==> config.mk <==
export PLATFORM = sky130hd
export DESIGN_NAME = combined_lcg_xorshift_mwc_rng
export DESIGN_NICKNAME = d
export VERILOG_FILES = /design/src/rtl/clxm_pkg.sv /design/src/rtl/clxm_front.sv /design/src/rtl/clxm_div.sv /design/src/rtl/clxm_back.sv /design/src/rtl/combined_lcg_xorshift_mwc_rng.sv
export SDC_FILE = /design/constraint.sdc
export NUM_CORES = 2
export LEC_CHECK = 0
export BUFFER_PORTS_ARGS = -buffer_cell sky130_fd_sc_hd__buf_2
export CAP_MARGIN = 40
export CELL_PAD_IN_SITES_DETAIL_PLACEMENT = 0
export CELL_PAD_IN_SITES_GLOBAL_PLACEMENT = 2
export CORE_MARGIN = 4
export CORE_UTILIZATION = 42
export DETAILED_ROUTE_END_ITERATION = 6
export GPL_TIMING_DRIVEN = 0
export PLACE_DENSITY_LB_ADDON = 0.3
export SETUP_SLACK_MARGIN = 0.02
export SYNTH_ARGS = -nofsm -noshare
export SYNTH_HDL_FRONTEND = slang
export SYNTH_SLANG_ARGS = --single-unit
==> constraint.sdc <==
create_clock -name clk -period 13.8 [get_ports clk]
set_input_delay 1.38 -clock clk [delete_from_list [all_inputs] [get_ports clk]]
set_output_delay 1.38 -clock clk [all_outputs]
set_load 0.02 [all_outputs]
==> src/rtl/clxm_pkg.sv <==
// Shared types, constants and mixing functions of the combined 64-bit generator.
// Used by every module of the block; depends on nothing else.
package clxm_pkg;

  // Generator constants.
  localparam logic [63:0] SEED_XOR_INIT = 64'd4101842887655102017;
  localparam logic [63:0] LCG_MUL       = 64'd2862933555777941757;
  localparam logic [63:0] LCG_ADD       = 64'd7046029254386353087;
  localparam logic [31:0] MWC_MUL       = 32'd4294957665;

  // Last step of one draw sequence in the back end.
  localparam logic [2:0] STEP_LAST = 3'd6;

  // Command codes of an input word.
  typedef enum logic [1:0] {
    CMD_RESEED  = 2'd0,
    CMD_NEXT    = 2'd1,
    CMD_BOUNDED = 2'd2,
    CMD_UNUSED  = 2'd3
  } cmd_t;

  // Back end sequencer states.
  typedef enum logic [2:0] {
    BK_IDLE,
    BK_DRAW,
    BK_THRESH,
    BK_MOD,
    BK_DONE
  } back_state_t;

  // One classified command as it waits in the queue.
  typedef struct packed {
    cmd_t        cmd;
    logic [31:0] low;
    logic [31:0] limit;
  } qent_t;

  // Head of the queue as seen by the back end.
  typedef struct packed {
    logic  valid;
    qent_t ent;
  } qhead_t;

  // One xorshift advance.
  function automatic logic [63:0] xs_step(input logic [63:0] x);
    logic [63:0] v;
    v = x ^ (x >> 17);
    v = v ^ (v << 31);
    v = v ^ (v >> 8);
    return v;
  endfunction

  // Output mix of the three advanced words.
  function automatic logic [63:0] mix_draw(input logic [63:0] l, input logic [63:0] x,
                                           input logic [63:0] m);
    logic [63:0] t;
    t = l ^ (l << 21);
    t = t ^ (t >> 35);
    t = t ^ (t << 4);
    return (t + x) ^ m;
  endfunction

endpackage

==> src/rtl/clxm_front.sv <==
// Front end: accepts input words, works out the bounded range limit and
// holds classified commands in a two-entry queue. Depends on clxm_pkg.
module clxm_front import clxm_pkg::*; (
  input  logic               clk,
  input  logic               rst_n,
  input  logic               in_valid,
  output logic               in_stall,
  input  logic [1:0]         in_command,
  input  logic signed [31:0] in_low_bound,
  input  logic signed [31:0] in_high_bound,
  output qhead_t             head,
  input  logic               q_pop
);

  qent_t       ent_r [2];
  logic        wr_ptr_r, wr_ptr_nxt;
  logic        rd_ptr_r, rd_ptr_nxt;
  logic [1:0]  cnt_r, cnt_nxt;
  logic        push;
  qent_t       new_ent;

  // Classify the incoming word.
  always_comb begin
    new_ent.cmd   = cmd_t'(in_command);
    new_ent.low   = $unsigned(in_low_bound);
    new_ent.limit = $unsigned(in_high_bound) - $unsigned(in_low_bound);
  end

  assign in_stall   = (cnt_r == 2'd2);
  assign push       = in_valid && !in_stall;
  assign head.valid = (cnt_r != 2'd0);
  assign head.ent   = ent_r[rd_ptr_r];

  // Queue pointers and fill count.
  always_comb begin
    wr_ptr_nxt = wr_ptr_r ^ push;
    rd_ptr_nxt = rd_ptr_r ^ q_pop;
    cnt_nxt    = cnt_r + {1'b0, push} - {1'b0, q_pop};
  end

  always_ff @(posedge clk) begin
    if (!rst_n) begin
      wr_ptr_r <= 1'b0;
      rd_ptr_r <= 1'b0;
      cnt_r    <= 2'd0;
    end else begin
      wr_ptr_r <= wr_ptr_nxt;
      rd_ptr_r <= rd_ptr_nxt;
      cnt_r    <= cnt_nxt;
    end
  end

  // Queue storage.
  always_ff @(posedge clk) begin
    if (push) begin
      ent_r[wr_ptr_r] <= new_ent;
    end
  end

endmodule

==> src/rtl/clxm_div.sv <==
// Restoring divider giving the 32-bit remainder, one quotient bit per cycle.
// Depends on clxm_pkg only through the shared import convention.
module clxm_div import clxm_pkg::*; (
  input  logic        clk,
  input  logic        rst_n,
  input  logic        start,
  input  logic [31:0] dividend,
  input  logic [31:0] divisor,
  output logic        busy,
  output logic        done,
  output logic [31:0] rem
);

  logic        busy_r, busy_nxt;
  logic        done_r, done_nxt;
  logic [5:0]  cnt_r, cnt_nxt;
  logic [31:0] dvd_r, dvs_r, rem_r;
  logic [32:0] shifted;
  logic [31:0] rem_nxt;

  // One restoring step.
  always_comb begin
    shifted = {rem_r, dvd_r[31]};
    if (shifted >= {1'b0, dvs_r}) begin
      rem_nxt = 32'(shifted - {1'b0, dvs_r});
    end else begin
      rem_nxt = shifted[31:0];
    end
  end

  // Iteration control.
  always_comb begin
    busy_nxt = busy_r;
    done_nxt = 1'b0;
    cnt_nxt  = cnt_r;
    if (start) begin
      busy_nxt = 1'b1;
      cnt_nxt  = 6'd32;
    end else if (busy_r) begin
      cnt_nxt = cnt_r - 6'd1;
      if (cnt_r == 6'd1) begin
        busy_nxt = 1'b0;
        done_nxt = 1'b1;
      end
    end
  end

  always_ff @(posedge clk) begin
    if (!rst_n) begin
      busy_r <= 1'b0;
      done_r <= 1'b0;
      cnt_r  <= 6'd0;
    end else begin
      busy_r <= busy_nxt;
      done_r <= done_nxt;
      cnt_r  <= cnt_nxt;
    end
  end

  // Operand and partial remainder registers.
  always_ff @(posedge clk) begin
    if (start) begin
      rem_r <= 32'd0;
      dvd_r <= dividend;
      dvs_r <= divisor;
    end else if (busy_r) begin
      rem_r <= rem_nxt;
      dvd_r <= {dvd_r[30:0], 1'b0};
    end
  end

  assign busy = busy_r;
  assign done = done_r;
  assign rem  = rem_r;

endmodule

==> src/rtl/clxm_back.sv <==
// Back end: holds the three generator words, runs draws on a shared 32x32
// multiplier, the seeding sequence and bounded draws. Depends on clxm_pkg, clxm_div.
module clxm_back import clxm_pkg::*; (
  input  logic        clk,
  input  logic        rst_n,
  input  logic [63:0] seed_value,
  input  qhead_t      head,
  output logic        q_pop,
  output logic        out_valid,
  input  logic        out_stall,
  output logic [63:0] out_raw,
  output logic [31:0] out_bnd,
  output logic        out_status
);

  back_state_t state_r, state_nxt;
  logic [2:0]  step_r, step_nxt;
  logic        seeding_r, seeding_nxt;
  logic [1:0]  seed_cnt_r, seed_cnt_nxt;
  logic        reply_r, reply_nxt;
  cmd_t        op_r, op_nxt;
  logic [31:0] low_r, low_nxt;
  logic [31:0] limit_r, limit_nxt;
  logic [31:0] thr_r, thr_nxt;
  logic [63:0] lcg_r, lcg_nxt;
  logic [63:0] xs_r, xs_nxt;
  logic [63:0] mwc_r, mwc_nxt;
  logic [63:0] acc_r, acc_nxt;
  logic [63:0] mul_r, mul_nxt;
  logic [63:0] raw_r, raw_nxt;
  logic        out_valid_r, out_valid_nxt;
  logic [63:0] out_raw_r, out_raw_nxt;
  logic [31:0] out_bnd_r, out_bnd_nxt;
  logic        out_status_r, out_status_nxt;

  logic [31:0] mul_a, mul_b;
  logic [63:0] mul_prod;
  logic        div_start, div_busy, div_done;
  logic [31:0] div_dvd, div_dvs, div_rem;

  clxm_div u_div (
    .clk      (clk),
    .rst_n    (rst_n),
    .start    (div_start),
    .dividend (div_dvd),
    .divisor  (div_dvs),
    .busy     (div_busy),
    .done     (div_done),
    .rem      (div_rem)
  );

  // Multiplier operands for the partial products of one draw.
  always_comb begin
    unique case (step_r)
      3'd0: begin
        mul_a = lcg_r[31:0];
        mul_b = LCG_MUL[31:0];
      end
      3'd1: begin
        mul_a = lcg_r[63:32];
        mul_b = LCG_MUL[31:0];
      end
      3'd2: begin
        mul_a = lcg_r[31:0];
        mul_b = LCG_MUL[63:32];
      end
      3'd3: begin
        mul_a = mwc_r[31:0];
        mul_b = MWC_MUL;
      end
      default: begin
        mul_a = 32'd0;
        mul_b = 32'd0;
      end
    endcase
  end

  assign mul_prod = 64'(mul_a) * 64'(mul_b);

  // Sequencer: next state and datapath control.
  always_comb begin
    state_nxt      = state_r;
    step_nxt       = step_r;
    seeding_nxt    = seeding_r;
    seed_cnt_nxt   = seed_cnt_r;
    reply_nxt      = reply_r;
    op_nxt         = op_r;
    low_nxt        = low_r;
    limit_nxt      = limit_r;
    thr_nxt        = thr_r;
    lcg_nxt        = lcg_r;
    xs_nxt         = xs_r;
    mwc_nxt        = mwc_r;
    acc_nxt        = acc_r;
    mul_nxt        = mul_r;
    raw_nxt        = raw_r;
    out_valid_nxt  = out_valid_r;
    out_raw_nxt    = out_raw_r;
    out_bnd_nxt    = out_bnd_r;
    out_status_nxt = out_status_r;
    q_pop          = 1'b0;
    div_start      = 1'b0;
    div_dvd        = 32'd0;
    div_dvs        = limit_r;

    unique case (state_r)
      BK_IDLE: begin
        if (head.valid) begin
          q_pop     = 1'b1;
          op_nxt    = head.ent.cmd;
          low_nxt   = head.ent.low;
          limit_nxt = head.ent.limit;
          step_nxt  = 3'd0;
          unique case (head.ent.cmd)
            CMD_RESEED: begin
              mwc_nxt      = 64'd1;
              xs_nxt       = SEED_XOR_INIT;
              lcg_nxt      = seed_value ^ SEED_XOR_INIT;
              seeding_nxt  = 1'b1;
              seed_cnt_nxt = 2'd0;
              reply_nxt    = 1'b1;
              state_nxt    = BK_DRAW;
            end
            CMD_NEXT: begin
              state_nxt = BK_DRAW;
            end
            CMD_BOUNDED: begin
              if (head.ent.limit == 32'd0) begin
                out_valid_nxt  = 1'b1;
                out_raw_nxt    = 64'd0;
                out_bnd_nxt    = 32'd0;
                out_status_nxt = 1'b1;
                state_nxt      = BK_DONE;
              end else begin
                div_start = 1'b1;
                div_dvd   = 32'd0 - head.ent.limit;
                div_dvs   = head.ent.limit;
                state_nxt = BK_THRESH;
              end
            end
            CMD_UNUSED: begin
              out_valid_nxt  = 1'b1;
              out_raw_nxt    = 64'd0;
              out_bnd_nxt    = 32'd0;
              out_status_nxt = 1'b0;
              state_nxt      = BK_DONE;
            end
          endcase
        end
      end

      BK_DRAW: begin
        mul_nxt = mul_prod;
        if (step_r != STEP_LAST) begin
          step_nxt = step_r + 3'd1;
        end
        // Fold partial products, then update the words, then mix.
        priority case (step_r)
          3'd1: acc_nxt = mul_r;
          3'd2: acc_nxt = {acc_r[63:32] + mul_r[31:0], acc_r[31:0]};
          3'd3: acc_nxt = {acc_r[63:32] + mul_r[31:0], acc_r[31:0]};
          3'd4: begin
            lcg_nxt = acc_r + LCG_ADD;
            mwc_nxt = mul_r + {32'd0, mwc_r[63:32]};
            xs_nxt  = xs_step(xs_r);
          end
          3'd5: raw_nxt = mix_draw(lcg_r, xs_r, mwc_r);
          3'd6: begin
            step_nxt = 3'd0;
            if (seeding_r) begin
              priority if (seed_cnt_r == 2'd0) begin
                xs_nxt       = lcg_r;
                seed_cnt_nxt = 2'd1;
              end else if (seed_cnt_r == 2'd1) begin
                mwc_nxt      = xs_r;
                seed_cnt_nxt = 2'd2;
              end else begin
                seeding_nxt = 1'b0;
                if (reply_r) begin
                  out_valid_nxt  = 1'b1;
                  out_raw_nxt    = 64'd0;
                  out_bnd_nxt    = 32'd0;
                  out_status_nxt = 1'b0;
                  state_nxt      = BK_DONE;
                end else begin
                  state_nxt = BK_IDLE;
                end
              end
            end else if (op_r == CMD_NEXT) begin
              out_valid_nxt  = 1'b1;
              out_raw_nxt    = raw_r;
              out_bnd_nxt    = 32'd0;
              out_status_nxt = 1'b0;
              state_nxt      = BK_DONE;
            end else if (raw_r[31:0] >= thr_r) begin
              // Draw accepted: reduce it by the limit.
              div_start = 1'b1;
              div_dvd   = raw_r[31:0];
              state_nxt = BK_MOD;
            end
          end
          default: ;
        endcase
      end

      BK_THRESH: begin
        if (div_done) begin
          thr_nxt   = div_rem;
          step_nxt  = 3'd0;
          state_nxt = BK_DRAW;
        end
      end

      BK_MOD: begin
        if (div_done) begin
          out_valid_nxt  = 1'b1;
          out_raw_nxt    = raw_r;
          out_bnd_nxt    = div_rem + low_r;
          out_status_nxt = 1'b0;
          state_nxt      = BK_DONE;
        end
      end

      BK_DONE: begin
        if (!out_stall) begin
          out_valid_nxt = 1'b0;
          state_nxt     = BK_IDLE;
        end
      end

      default: state_nxt = BK_IDLE;
    endcase
  end

  // Control registers; reset starts seeding with a zero seed.
  always_ff @(posedge clk) begin
    if (!rst_n) begin
      state_r     <= BK_DRAW;
      step_r      <= 3'd0;
      seeding_r   <= 1'b1;
      seed_cnt_r  <= 2'd0;
      reply_r     <= 1'b0;
      op_r        <= CMD_NEXT;
      lcg_r       <= SEED_XOR_INIT;
      xs_r        <= SEED_XOR_INIT;
      mwc_r       <= 64'd1;
      out_valid_r <= 1'b0;
    end else begin
      state_r     <= state_nxt;
      step_r      <= step_nxt;
      seeding_r   <= seeding_nxt;
      seed_cnt_r  <= seed_cnt_nxt;
      reply_r     <= reply_nxt;
      op_r        <= op_nxt;
      lcg_r       <= lcg_nxt;
      xs_r        <= xs_nxt;
      mwc_r       <= mwc_nxt;
      out_valid_r <= out_valid_nxt;
    end
  end

  // Payload registers.
  always_ff @(posedge clk) begin
    low_r        <= low_nxt;
    limit_r      <= limit_nxt;
    thr_r        <= thr_nxt;
    acc_r        <= acc_nxt;
    mul_r        <= mul_nxt;
    raw_r        <= raw_nxt;
    out_raw_r    <= out_raw_nxt;
    out_bnd_r    <= out_bnd_nxt;
    out_status_r <= out_status_nxt;
  end

  assign out_valid  = out_valid_r;
  assign out_raw    = out_raw_r;
  assign out_bnd    = out_bnd_r;
  assign out_status = out_status_r;

  // An empty-range result carries zero values.
  a_status_zero: assert property (@(posedge clk) disable iff (!rst_n)
    (out_valid_r && out_status_r) |-> (out_raw_r == 64'd0 && out_bnd_r == 32'd0))
    else $error("empty-range word with nonzero values");

  // The divider is only started when it is free.
  a_div_free: assert property (@(posedge clk) disable iff (!rst_n)
    div_start |-> !div_busy)
    else $error("divider restarted while busy");

  // A command is only taken from a nonempty queue.
  a_pop_valid: assert property (@(posedge clk) disable iff (!rst_n)
    q_pop |-> head.valid)
    else $error("queue popped while empty");

  // The draw step counter stays within the sequence.
  a_step_range: assert property (@(posedge clk) disable iff (!rst_n)
    (state_r == BK_DRAW) |-> (step_r <= STEP_LAST))
    else $error("draw step out of range");

endmodule

==> src/rtl/combined_lcg_xorshift_mwc_rng.sv <==
// Combined LCG, xorshift and multiply-with-carry 64-bit generator. A next-value
// command in the back end makes four passes through one shared 32x32 multiplier,
// then a word update and the output mix. A reseed runs three draws. A bounded
// command computes the rejection threshold on the bit-serial divider, draws
// (redrawn while rejected) and takes the final remainder on the divider; an
// empty range is answered without a draw. After reset the block seeds with
// zero before the first word is served; input words are queued meanwhile.
// Depends on clxm_pkg, clxm_front, clxm_back and clxm_div.
module combined_lcg_xorshift_mwc_rng import clxm_pkg::*; (
  input  logic               clk,
  input  logic               rst_n,
  input  logic               in_valid,
  output logic               in_stall,
  input  logic [1:0]         in_command,
  input  logic signed [31:0] in_low_bound,
  input  logic signed [31:0] in_high_bound,
  output logic               out_valid,
  input  logic               out_stall,
  output logic [63:0]        out_raw_value,
  output logic signed [31:0] out_bounded_value,
  output logic               out_status,
  input  logic               cfg_psel,
  input  logic               cfg_penable,
  input  logic               cfg_pwrite,
  input  logic [3:0]         cfg_paddr,
  input  logic [63:0]        cfg_pwdata,
  output logic [63:0]        cfg_prdata,
  output logic               cfg_pready
);

  logic [63:0] seed_r;
  logic        cfg_wr;
  qhead_t      head;
  logic        q_pop;
  logic [31:0] bnd;

  // Seed register on the configuration port.
  assign cfg_pready = 1'b1;
  assign cfg_wr     = cfg_psel && cfg_penable && cfg_pwrite && !cfg_paddr[3];
  assign cfg_prdata = cfg_paddr[3] ? 64'd0 : seed_r;

  always_ff @(posedge clk) begin
    if (!rst_n) begin
      seed_r <= 64'd0;
    end else if (cfg_wr) begin
      seed_r <= cfg_pwdata;
    end
  end

  clxm_front u_front (
    .clk           (clk),
    .rst_n         (rst_n),
    .in_valid      (in_valid),
    .in_stall      (in_stall),
    .in_command    (in_command),
    .in_low_bound  (in_low_bound),
    .in_high_bound (in_high_bound),
    .head          (head),
    .q_pop         (q_pop)
  );

  clxm_back u_back (
    .clk        (clk),
    .rst_n      (rst_n),
    .seed_value (seed_r),
    .head       (head),
    .q_pop      (q_pop),
    .out_valid  (out_valid),
    .out_stall  (out_stall),
    .out_raw    (out_raw_value),
    .out_bnd    (bnd),
    .out_status (out_status)
  );

  assign out_bounded_value = $signed(bnd);

endmodule

# Yosys cells after proc, flatten, opt, wreduce, memory -nomap -nowiden
# Memory sizes are Yosys's and may differ from the RTL's. A register that Yosys moved wholly into a read port is not among the register bits.
# Cells that the tools add are included.
# word_totals
ff_bits,762
latch_bits,0
ramBits,132
romBits,0
input_bits,141
out_inout_bits,164
elab_cells,271
mem_count,1
# classes
n_addsub,12
n_mul,1
div_mod_pow,0
order_cmp,2
eq_ne,40
shifts,0
n_mux,132
bitwise,13
n_reduce_logical,39
# memory_table
memory,depth,width,read_ports,rd_clocked_by_memory_dff,write_ports,line_no,source
u_front.ent_r,2,66,1,1,1,clxm_front.sv:15,qent_t ent_r [2];
# ops
op,count
$mux W64,22
$pmux W64 S2,7
$mux W32,23
$pmux W32 S3,3
$xor A64 B64 Y64,4
$pmux W64 S3,1
$pmux W32 S2,2
$add A32 B32 Y32,2
$add A64 B32 Y64,1
$add A64 B63 Y64 const B,1
$add A64 B64 Y64,1
$mul A32 B32 Y64,1
$sub A32 B32 Y32,2
$xor A64 B29 Y64,1
$xor A64 B47 Y64,1
$xor A64 B56 Y64,1
$mux W3,16
$mux W1,40
$ge A33 B32 Y1,1
$ge A32 B32 Y1,1
$logic_not A32 Y1,1
$sub A1 B32 Y32 const A,1
$not A31 Y31,1
$ne A3 B3 Y1 const B,6
42 further kinds,99

# Logic depth before layout (Yosys ltp)
# depth
depth_word,7
ltp_mapped,38
mapped_depth_nobuf,35

# Hierarchy
# Synthesis repeated with hierarchy kept, for this count alone.
# unflattened
cells_unflattened,8421
area_unflattened_um2,81927.3
# by_module_without_submodules
module,n_inst,cells_per_inst,area_each_um2,seq_area_each_um2
clxm_back,1,7003,66212.3,15665.0
clxm_front,1,497,6805.3,4063.9
clxm_div,1,570,5870.6,2722.6
combined_lcg_xorshift_mwc_rng,1,351,3039.2,1281.2

# Worst setup path before layout
# Ideal clock, no wire load.
# synth_timing
kind,reg2reg
start,register (tool-made name)
end,"register u_back.out_bnd_r[0], in the netlist u_back.out_bnd[0] (enable)"
arrival_ns,10.486
t_required_ns,13.098
setup_slack_ns,2.612
path_stages_with_launch,16
path_buffers,6
synth_period_minus_slack_ns,11.188
cell_sequence,dfxtp_1 -> buf_6 -> buf_6 -> buf_2 -> buf_1 -> clkbuf_1 -> mux2i_1 -> ha_1 -> o21ai_1 -> or2_0 -> clkbuf_1 -> nor4_1 -> nand4_1 -> a21oi_1 -> o21ai_0 -> a211oi_1
# synth_lines
item,line_no,source
"end signal, assigned",clxm_back.sv:271,out_bnd_r <= out_bnd_nxt;
"end, declared",clxm_back.sv:33,"logic [31:0] out_bnd_r, out_bnd_nxt;"

# Worst setup path in the final report
# layout_timing
start,register u_back.step_r[0]
end,register u_back.mul_r[62] (data pin)
# layout_via
elab_chain_cells,4
word_cells_on_any_way,9
classes_between,mul (1); eq/ne (3); mux (2); reduce/logical (3)
# layout_lines
item,line_no,source
"start, declared",clxm_back.sv:17,"logic [2:0] step_r, step_nxt;"
"start signal, assigned",clxm_back.sv:250,step_r <= step_nxt;
"$eq A3 B2 Y1, or another cell as far along",clxm_back.sv:54,unique case (step_r)
$reduce_or A2 Y1 (no source line),--,
$pmux W32 S3,clxm_back.sv:54,
$mul A32 B32 Y64 *,clxm_back.sv:78,assign mul_prod = 64'(mul_a) * 64'(mul_b);
net u_back.mul_prod[62],clxm_back.sv:37,logic [63:0] mul_prod;
"end signal, assigned",clxm_back.sv:268,mul_r <= mul_nxt;
"end, declared",clxm_back.sv:29,"logic [63:0] mul_r, mul_nxt;"
# The timed path passes the listed nets; every way through them passes the cells marked *.
# A chain may end at the register's enable or synchronous reset.

==> impl_metrics.json <==
{
  "cts_buffers": 101,
  "ys_seq_area_share_pct": 29.3,
  "port_buffers": 299,
  "avgSynthCellArea_sq_um": 9.63,
  "setup_viol": 0,
  "overflow": 0,
  "ioPinCount": 305,
  "dp_hpwl_um": 287000,
  "multi_input_comb_area_sq_um": 51300,
  "r2r_slack_ps": 790,
  "gp_congestion": 1.03,
  "critPathArrivalTime_ps": 13530,
  "drive_gt1_share_pct": 7.94,
  "holdCritStartpoint": "seed_r[61]",
  "worst_pin_slew_ps": 1070,
  "nets": 10483,
  "area_growth_pct": 11.7,
  "ant_nets": 0,
  "crit_type": "reg2reg",
  "drtIter0Drc": 6484,
  "slew_headroom_pct": 28.5,
  "firstDrtPassIters": 6,
  "hold_end": "seed_r[61]",
  "cts.sinks": 895,
  "clock_latency_ps": 770,
  "crit_path_start_kind": "flip-flop",
  "status": "complete, no violations",
  "syn_area_sq_um": 81100,
  "cts_tree": "yes",
  "synth-edff-count": 581,
  "fin_cells": 11553,
  "n_fill_cell": 18573,
  "track_usage_pct": 33.5,
  "syn-num-nets": 9977,
  "synthFlopType": "edfxtp_1",
  "drv_cap": 0,
  "hold_viol_final": 0,
  "grt_start_max_net_pins": 57,
  "tns_ps": 0,
  "slowest_stage": "clkbuf_1",
  "core_area_sq_um": 192000,
  "seq_area_sq_um": 23700,
  "vias_per_cell": 5.67,
  "ys_ff_latch": 895,
  "fmax_mhz": 76.9,
  "crit_top_cell": "fa_1",
  "clockBufferDepth": 3,
  "crit_path_end_kind": "flip-flop",
  "rows": 161,
  "async_flop_share_pct": 0,
  "antenna_found_initial": 15,
  "num_vias": 65461,
  "die_x_um": 447,
  "start_util_pct": 42.2,
  "dieArea_sq_um": 200000,
  "routed_wl_um": 339000,
  "cts_setup_buffers": 0,
  "final-max-slew-violation-count": 0,
  "cts_hold_buf": 0,
  "cp_slowest_stage_delay_ps": 830,
  "h-tree-depth": 3,
  "period_needed_ps": 13010,
  "r2r-end": "u_back.mul_r[62]",
  "drc": 0,
  "crit_required_ps": 14320,
  "synthTopCellsByArea": "edfxtp_1 22%, fa_1 21%, ha_1 8.6%",
  "post-route-period-util_pct": 94.3,
  "grt_pass1_wl_um": 476000,
  "die_h_um": 447,
  "skew_ps": 53.5,
  "clk_pin_slew_ps": 60,
  "ctsResizeCount": 0,
  "r2r-start": "u_back.step_r[0]",
  "rr_worst_depth": 33,
  "cts_root_buffer": "clkbuf_16",
  "syn_inst": 8420,
  "ys_warn_count": 0,
  "synth_top_cell_by_area": "edfxtp_1",
  "synth_cell_types": 99,
  "grt_pass1_vias": 65006,
  "min_delay_path_depth": 2,
  "wl_per_cell_um": 29.4,
  "synth_top_area_share_pct": 21.5,
  "grt_setup_unrepaired": "false",
  "crit_path_max_fanout": 11,
  "placed_cells": 11346,
  "hp-class": "reg2reg"
}
cell families after synthesis:
logic type | count (synthesis) | share of synthesized area, %
AO/OA/AOI/OAI | 1612 | 12.7
XOR/XNOR | 707 | 7.63
adder cells (fa/ha/maj) | 1416 | 29.8
buffers and inverters | 1615 | 7.56
flip-flops | 895 | 29.3
multiplexers | 97 | 1.30
other | 1 | 0.00462
AND/OR/NAND/NOR | 2077 | 11.8
layout by cell type, fill, tap and decap left out, types with 75 or more instances in the layout:
cell type  instances
a21o_1           133
a21oi_1          498
buf_2            316
clkbuf_1         285
clkbuf_16        102
dfxtp_1          314
edfxtp_1         581
fa_1             856
ha_1             558
inv_1           1301
nand2_1          720
nand3_1          125
nand4_1           75
nor2_1           583
nor2b_1          202
nor3_1            91
o21ai_0          357
xnor2_1          477
xor2_1           230
state kept, by name (all words and copies together), names as in the netlist, 3 cells and up, named ones only:
name	count
u_back.mul_r	64
seed_r	64
u_back.xs_r	64
u_back.step_r	3
u_back.u_div.cnt_r	6
u_front.ent_r	132
u_back.state_r	3
u_back.thr_r	32
u_back.u_div.dvd_r	32
u_back.mwc_r	64
u_back.limit_r	32
u_back.low_r	32
u_back.acc_r	64
u_back.lcg_r	64
u_back.u_div.dvs_r	32
u_back.raw_r	64
u_back.out_raw	64
u_back.out_bnd	32
u_back.u_div.rem	32
cell type report:
| class | instances | share of cell area (%) |
|---|---|---|
| plain buffers | 313 | 1.38 |
| repair buffers | 403 | 3.01 |
| well taps | 2526 | 3.49 |
| diodes | 13 | 0.0359 |
| inverters | 1302 | 5.39 |
| clock buffers | 119 | 2.92 |
| clock inverters | 72 | 0.997 |
| multi-input cells | 5910 | 56.6 |
| flip-flops and latches | 895 | 26.2 |
per-stage QoR:
step	hold slack [ps]	util [%]	instance area, sq um	setup WS [ps]
after global placement	451	44.6	85800	-3660
after floorplan	440	-	81100	2610
after global routing	500	47.1	90600	589
after detailed placement	462	45.2	87000	1100
after CTS	470	47.1	90600	1080
final	469	47.1	90600	790
synth_stat cells (all sizes together) (41+ instances only):
master,n
a21oi,499
mux2,61
nand2,720
a211oi,77
nor3,93
xor2,230
nand2b,52
o21a,47
and2,50
nor2b,203
nand3,125
o21ai,370
a221oi,41
edfxtp,581
and3,45
o21bai,43
fa,856
dfxtp,314
o211ai,49
ha,560
nand4,75
clkbuf,273
xnor2,477
inv,1302
a21o,133
a22oi,61
nor2,585
layer usage:
| metal | share of wire, % | vias up | global-route usage, % |
|---|---|---|---|
| met5 | 0.022 | - | 0 |
| met4 | 6.2 | 12 | 17.2 |
| met3 | 7.2 | 695 | 5.32 |
| met2 | 46 | 2756 | 53.5 |
| met1 | 41 | 32886 | 44.2 |
| li1 | - | 29112 | - |
critical path, delay by kind of cell, from the launching register on:
kind,cells,cell delay (ps)
adder cells (fa/ha/maj),10,4220
XOR/XNOR,1,80
AND/OR/NAND/NOR,5,1880
AO/OA/AOI/OAI,8,2980
buffers and inverters,9,3300
flip-flops,1,320
worst max path at each step:
stage / end / startpoint / slack, ps / cells after the start
after detailed placement: u_back.mul_r[60] / u_back.step_r[0] / 1100 / 33
final: u_back.mul_r[62] / u_back.step_r[0] / 790 / 33
after floorplan: u_back.out_bnd[0] / flip-flop / 2610 / 15
after CTS: u_back.mul_r[62] / u_back.step_r[0] / 1080 / 33
after global routing: u_back.mul_r[55] / u_back.step_r[0] / 590 / 33
after global placement: u_back.out_raw[63] / flip-flop / -3660 / 15
Power is left out: the tool's default activity adds up to more than one toggle a clock period on the data nets, which glitch-free logic cannot reach.
